## src/sv/bicubic_sample_four_channel_top_macros.svh

```systemverilog
// assertion helpers shared by the sampler modules
// every macro expects clk and arst_n in scope
`ifndef BICUBIC_SAMPLE_FOUR_CHANNEL_TOP_MACROS_SVH
`define BICUBIC_SAMPLE_FOUR_CHANNEL_TOP_MACROS_SVH

// property must hold at every edge out of reset
`define BICUB4_ASSERT(lbl, prop, msg) \
	lbl: assert property (@(posedge clk) disable iff (!arst_n) prop) else $error(msg);

// expression must never be true out of reset
`define BICUB4_NEVER(lbl, expr, msg) \
	lbl: assert property (@(posedge clk) disable iff (!arst_n) !(expr)) else $error(msg);

// a rise of sig must be caused by cause at the earlier edge that the depth n selects
`define BICUB4_ROSE_AFTER(lbl, sig, cause, n, msg) \
	lbl: assert property (@(posedge clk) disable iff (!arst_n) \
		$rose(sig) |-> $past(cause, n)) else $error(msg);

`endif

```

## src/sv/bicub4_pkg.sv

```systemverilog
`timescale 1ns / 1ps

package bicub4_pkg;

	localparam int SRC_DEPTH = 1024;
	localparam int ADDR_W    = $clog2(SRC_DEPTH);
	localparam int IDX_W     = 10;
	localparam int NUM_CH    = 4;
	localparam int CH_W      = 16;
	localparam int PIX_W     = NUM_CH * CH_W;
	localparam int FRAC_W    = 16;
	localparam int TS_W      = FRAC_W + 1;
	localparam int COEF_W    = 21;
	localparam int H1_W      = COEF_W + TS_W;
	localparam int H2_W      = H1_W + TS_W;
	localparam int P_W       = H2_W + TS_W;
	localparam int FRAC_SH   = 3 * FRAC_W + 2;
	localparam int Q_W       = P_W - FRAC_SH;
	localparam int R_W       = Q_W + 1;

	// cycles from sample accept edge to the edge at which out_valid first reads high
	localparam int RESULT_LAT = 9;

	localparam logic OP_LOAD   = 1'b0;
	localparam logic OP_SAMPLE = 1'b1;

	localparam logic signed [CH_W-1:0] SAT_MAX = 16'sh7fff;
	localparam logic signed [CH_W-1:0] SAT_MIN = 16'sh8000;

	typedef enum logic [3:0] {
		ST_IDLE,
		ST_RD_B,
		ST_RD_C,
		ST_RD_D,
		ST_COEF,
		ST_HORN1,
		ST_HORN2,
		ST_HORN3,
		ST_FIN
	} state_t;

	typedef enum logic [1:0] {
		SEL_A,
		SEL_B,
		SEL_C,
		SEL_D
	} sel_t;

	typedef struct packed {
		logic mem_we;
		logic mem_re;
		sel_t rd_sel;
		logic cap_sample;
		logic lat_a;
		logic lat_b;
		logic lat_c;
		logic coef_en;
		logic h1_en;
		logic h2_en;
		logic h3_en;
		logic out_load;
	} cmd_t;

	typedef struct packed {
		logic out_free;
	} sts_t;

endpackage

```

## src/sv/bicub4_ctrl.sv

```systemverilog
`timescale 1ns / 1ps

`include "bicubic_sample_four_channel_top_macros.svh"

module bicub4_ctrl (
	input  logic              clk,
	input  logic              arst_n,
	input  logic              in_valid,
	input  logic              op,
	output logic              in_stall,
	output bicub4_pkg::cmd_t  cmd,
	input  bicub4_pkg::sts_t  sts
);

	bicub4_pkg::state_t state_q;
	bicub4_pkg::state_t state_d;

	always_ff @(posedge clk or negedge arst_n) begin
		if (!arst_n) begin
			state_q <= bicub4_pkg::ST_IDLE;
		end else begin
			state_q <= state_d;
		end
	end

	always_comb begin
		state_d = state_q;
		unique case (state_q)
			bicub4_pkg::ST_IDLE: begin
				if (in_valid && (op == bicub4_pkg::OP_SAMPLE)) begin
					state_d = bicub4_pkg::ST_RD_B;
				end
			end
			bicub4_pkg::ST_RD_B:  state_d = bicub4_pkg::ST_RD_C;
			bicub4_pkg::ST_RD_C:  state_d = bicub4_pkg::ST_RD_D;
			bicub4_pkg::ST_RD_D:  state_d = bicub4_pkg::ST_COEF;
			bicub4_pkg::ST_COEF:  state_d = bicub4_pkg::ST_HORN1;
			bicub4_pkg::ST_HORN1: state_d = bicub4_pkg::ST_HORN2;
			bicub4_pkg::ST_HORN2: state_d = bicub4_pkg::ST_HORN3;
			bicub4_pkg::ST_HORN3: state_d = bicub4_pkg::ST_FIN;
			bicub4_pkg::ST_FIN: begin
				if (sts.out_free) begin
					state_d = bicub4_pkg::ST_IDLE;
				end
			end
			default: state_d = bicub4_pkg::ST_IDLE;
		endcase
	end

	always_comb begin
		cmd      = '0;
		cmd.rd_sel = bicub4_pkg::SEL_A;
		in_stall = 1'b1;
		unique case (state_q)
			bicub4_pkg::ST_IDLE: begin
				in_stall       = 1'b0;
				cmd.mem_we     = in_valid && (op == bicub4_pkg::OP_LOAD);
				cmd.mem_re     = in_valid && (op == bicub4_pkg::OP_SAMPLE);
				cmd.cap_sample = in_valid && (op == bicub4_pkg::OP_SAMPLE);
			end
			bicub4_pkg::ST_RD_B: begin
				cmd.mem_re = 1'b1;
				cmd.rd_sel = bicub4_pkg::SEL_B;
				cmd.lat_a  = 1'b1;
			end
			bicub4_pkg::ST_RD_C: begin
				cmd.mem_re = 1'b1;
				cmd.rd_sel = bicub4_pkg::SEL_C;
				cmd.lat_b  = 1'b1;
			end
			bicub4_pkg::ST_RD_D: begin
				cmd.mem_re = 1'b1;
				cmd.rd_sel = bicub4_pkg::SEL_D;
				cmd.lat_c  = 1'b1;
			end
			bicub4_pkg::ST_COEF:  cmd.coef_en = 1'b1;
			bicub4_pkg::ST_HORN1: cmd.h1_en   = 1'b1;
			bicub4_pkg::ST_HORN2: cmd.h2_en   = 1'b1;
			bicub4_pkg::ST_HORN3: cmd.h3_en   = 1'b1;
			bicub4_pkg::ST_FIN:   cmd.out_load = sts.out_free;
			default: cmd = '0;
		endcase
	end

	`BICUB4_NEVER(a_port_conflict, cmd.mem_we && cmd.mem_re, "store written and read together")
	`BICUB4_ASSERT(a_sample_starts, (state_q == bicub4_pkg::ST_IDLE) && in_valid && (op == bicub4_pkg::OP_SAMPLE) |=> (state_q == bicub4_pkg::ST_RD_B), "sample accept did not start reads")
	`BICUB4_ASSERT(a_fin_waits, (state_q == bicub4_pkg::ST_FIN) && !sts.out_free |=> (state_q == bicub4_pkg::ST_FIN), "left final step with output still full")

endmodule

```

## config.mk

```make
export PLATFORM = sky130hd
export DESIGN_NAME = bicub4_ctrl
export DESIGN_NICKNAME = d
export VERILOG_FILES = /design/src/sv/bicub4_pkg.sv /design/src/sv/bicub4_ctrl.sv
export VERILOG_INCLUDE_DIRS = /design/src /design/src/sv
export SDC_FILE = /design/constraint.sdc
export NUM_CORES = 1
export LEC_CHECK = 0
export ABC_CLOCK_PERIOD_IN_PS = 1500
export BUFFER_PORTS_ARGS = -buffer_cell sky130_fd_sc_hd__buf_2
export CORE_AREA = 5 5 42 44
export DETAILED_ROUTE_END_ITERATION = 10
export DIE_AREA = 0 0 47 49
export SETUP_SLACK_MARGIN = 0.02
export SKIP_LAST_GASP = 1
export SYNTH_ARGS = -nofsm -noshare
export SYNTH_HDL_FRONTEND = slang
export SYNTH_SLANG_ARGS = --single-unit
```

## constraint.sdc

```tcl
create_clock -name clk -period 1.5 [get_ports clk]
set_clock_uncertainty 0.05 [all_clocks]
set_input_delay 0.075 -clock clk [delete_from_list [all_inputs] [get_ports clk]]
set_output_delay 0.075 -clock clk [all_outputs]
set_load 0.03 [all_outputs]
```

==> qor.csv <==
stage;metric;value;unit
worst_setup_path;critical path arrival;1.52;ns
floorplan;Initial Utilization;22.1;%
pwr;Internal;0.707;mW
cts;clock slew at reported path FFs;0.04;ns
synth;Synth Cell Area;310;µm²
global_route;GR Util All Layers;8.61;%
place;Port Buffers;18;
pwr;worst IR drop on VDD;0.000986;V
synth;ys flop type;dfrtp_1;
worst_setup_path;crit-path max FO;3;
detailed_routing;WL met2;488;µm
synth;Cell variety after synth;19;
sta;fmax;0.607;GHz
pwr;leakage;0.291;nW
outcome;failing checks;setup timing;
worst_setup_path;worst setup path start;state_q[3];
sta;worst setup margin;-0.146;ns
floorplan;die height;49;µm
synth;Synth area leaders;dfrtp_1, nor2_1, nor3_1;
pwr;Logic pwr share;77.1;%
run;max-cap viol count;0;
detailed_routing;1st-iter DRT viols;4;
synth;post-synthesis register bit count;4;
outcome;status;finished, violations left;
cts;Num CTS Buffers;3;
place;placement-stage cell area;454;µm²
worst_setup_path;Worst setup EP type;primary output;
pwr;sequential share of power;13.6;%
worst_setup_path;R2R depth;4;
synth;Seq/Total Area, Yosys;32.3;%
worst_setup_path;critical path type;register to primary output;
cts;# clock sinks;4;
synth;most instantiated cells after synthesis;nor2_1, dfrtp_1, nor3_1;
floorplan;core box area;1400;µm²
floorplan;cell row count;14;
sta;# setup viols final;6;
worst_hold_path;min-delay worst type;primary input to asynchronous set/reset pin;
final_layout;post-layout util;42.5;%
sta;setup TNS;-0.385;ns
global_route;vias in the first global route;339;
pwr;PD cells;2410;nW/µm²
synth;area leader, netlist;dfrtp_1;
final_layout;post-route cell area;596;µm²
detailed_routing;post-route ant nets;0;
floorplan;Ports;19;
global_route;GR Overflow Total;0;
sta;Final Max Slew Viols;0;
detailed_routing;Post-Route M1 WL;409;µm
place;Final GP Congestion;0.709;
sta;RSZ-0062 raised after global routing;true;
detailed_routing;DR top layer;met4;
final_layout;share of cells above drive strength 1;66.7;%
sta;Hold WS;0.129;ns
floorplan;Chip Width;47;µm
synth;number of synthesized flops with an enable pin;0;
pwr;clock power share;9.3;%
cts;TritonCTS clock tree;yes;
worst_setup_path;reg-to-reg setup timing slack;0.20;ns
synth;async set or reset register ratio after synthesis;100;%
cts;Clock Path Buffers;2;
synth;synthesized instance count;37;
cts;CTS H-tree depth;1;
final_layout;biggest regs;state_q: 4 flops;
place;post-DP HPWL;631;µm
worst_setup_path;worst r2r src;state_q[3];
final_layout;Nets;73;
final_layout;layout filler cell count;149;
pwr;Overall Power;1.44;mW
global_route;first-pass GRT wire length;1380;µm
global_route;largest net degree at the start of global routing;12;
detailed_routing;1st-pass router iterations;4;
global_route;initial antenna violation count;0;
final_layout;final non-filler cell total;82;
pwr;P_sw;0.730;mW
final_layout;Most flops, register;state_q;
detailed_routing;DRC viols;0;
floorplan;DIE AREA;2300;µm²
synth;count leader, synth;nor2_1;
detailed_routing;WL final;959;µm
place;Place WS;0.0324;ns
sta;fraction of the cycle the final worst path needs;110;%
detailed_routing;DR WL/cell;11.7;µm
worst_setup_path;Worst EP required;1.37;ns
synth;post-synth top area share;32.3;%
final_layout;area delta synth->final;91.9;%
detailed_routing;via/cell ratio;4.55;
sta;Worst-Margin Slew;0.188;ns
synth;Synth Warn #;0;
worst_setup_path;Critical Path Sink;cmd[12];
worst_setup_path;reg-to-reg endpoint;state_q[3];
detailed_routing;via count;373;
final_layout;antenna cells;0;
sta;Final min period;1.65;ns
worst_setup_path;Startpoint Class;register;
sta;endpoints failing hold;0;
place;Inst Count DP;72;
synth;Net Count, Synth;42;
cts;clock root cell;clkbuf_4;
detailed_routing;WL met3;50;µm
final_layout;max reg flops;4;
sta;Max-slew headroom;87.4;%
pwr;Sw Ratio;50.8;%
cts;clk_lat worst skew;0.24;ns
synth;Synth Area per Inst;8.39;µm²
-- worst min-delay path by stage --
stage	from	endpoint	slack (ns)	depth (start not counted)
5_1_grt	arst_n	state_q[1]	0.15	2
4_1_cts	arst_n	state_q[2]	0.11	2
3_5_place_dp	arst_n	state_q[3]	-0.17	1
6_report	arst_n	state_q[1]	0.13	2
2_1_floorplan	arst_n	state_q[0]	-0.27	0
3_3_place_gp	arst_n	state_q[3]	-0.17	1
-- kinds of logic after synthesis --
group,count (synthesis),share of synthesized area (%)
buffers and inverters,5,9.27
DFF,4,32.3
AOI/OAI and AO/OA,6,15.3
and+or+nand+nor,22,43.1
-- cell usage in the layout, fill, tap and decap left out --
master         Yosys  routed
a21oi_1            2       2
or2b_1             1       1
dlygate4sd3_1      0       2
nor3_2             0       3
nand2b_4           0       2
buf_6              1       5
nor3b_4            0       1
buf_4              0      13
buf_2              2      10
a211oi_1           2       2
a21bo_2            1       1
inv_1              1       1
nor2_2             0       3
o22ai_2            1       1
clkbuf_4           0       3
or4b_4             1       1
nand2_1            2       2
or4_4              1       1
nand3b_1           1       1
nor2_1             7       4
dfrtp_1            4       4
nor3_1             4       1
nor3b_1            2       2
-- critical path: stages, from the launching register on --
cell and delay [ns]:
dfrtp_1 0.37, or4_4 0.57, nor3b_4 0.19, buf_6 0.15
-- per-layer routing --
metal  vias to the layer above  GRT usage [%]
met5                         -              0
met4                         0           8.29
met3                         2           1.11
met2                        11           12.9
met1                       171           9.73
li1                        189              -
-- timing repair --
| action | CTS | global route |
|---|---|---|
| hold endpoints to repair | 5 | 0 |
| setup buffers | 0 | 5 |
| resized for setup | 8 | 11 |
| hold buffers | 2 | 0 |
| pin swaps | 2 | 2 |
| setup endpoints to repair | 7 | 10 |
-- power by group through the flow --
| stage | Combinational, mW | Clock, mW | Sequential [mW] |
|---|---|---|---|
| floorplan | 0.703 | 0 | 0.180 |
| global placement | 0.924 | 0 | 0.193 |
| detailed placement | 0.927 | 0 | 0.193 |
| CTS | 0.961 | 0.138 | 0.192 |
| global route | 1.18 | 0.150 | 0.202 |
| finish | 1.11 | 0.134 | 0.196 |
-- final cells by class --
type | instances | area [µm²] | area share, %
multi-input cells | 28 | 225 | 37.8
flip-flops and latches | 4 | 100 | 16.8
inverters | 1 | 3.75 | 0.630
repair buffers | 30 | 224 | 37.6
clock buffers | 3 | 22.5 | 3.78
well taps | 16 | 20.0 | 3.36
(Power assumes the default switching activity.)
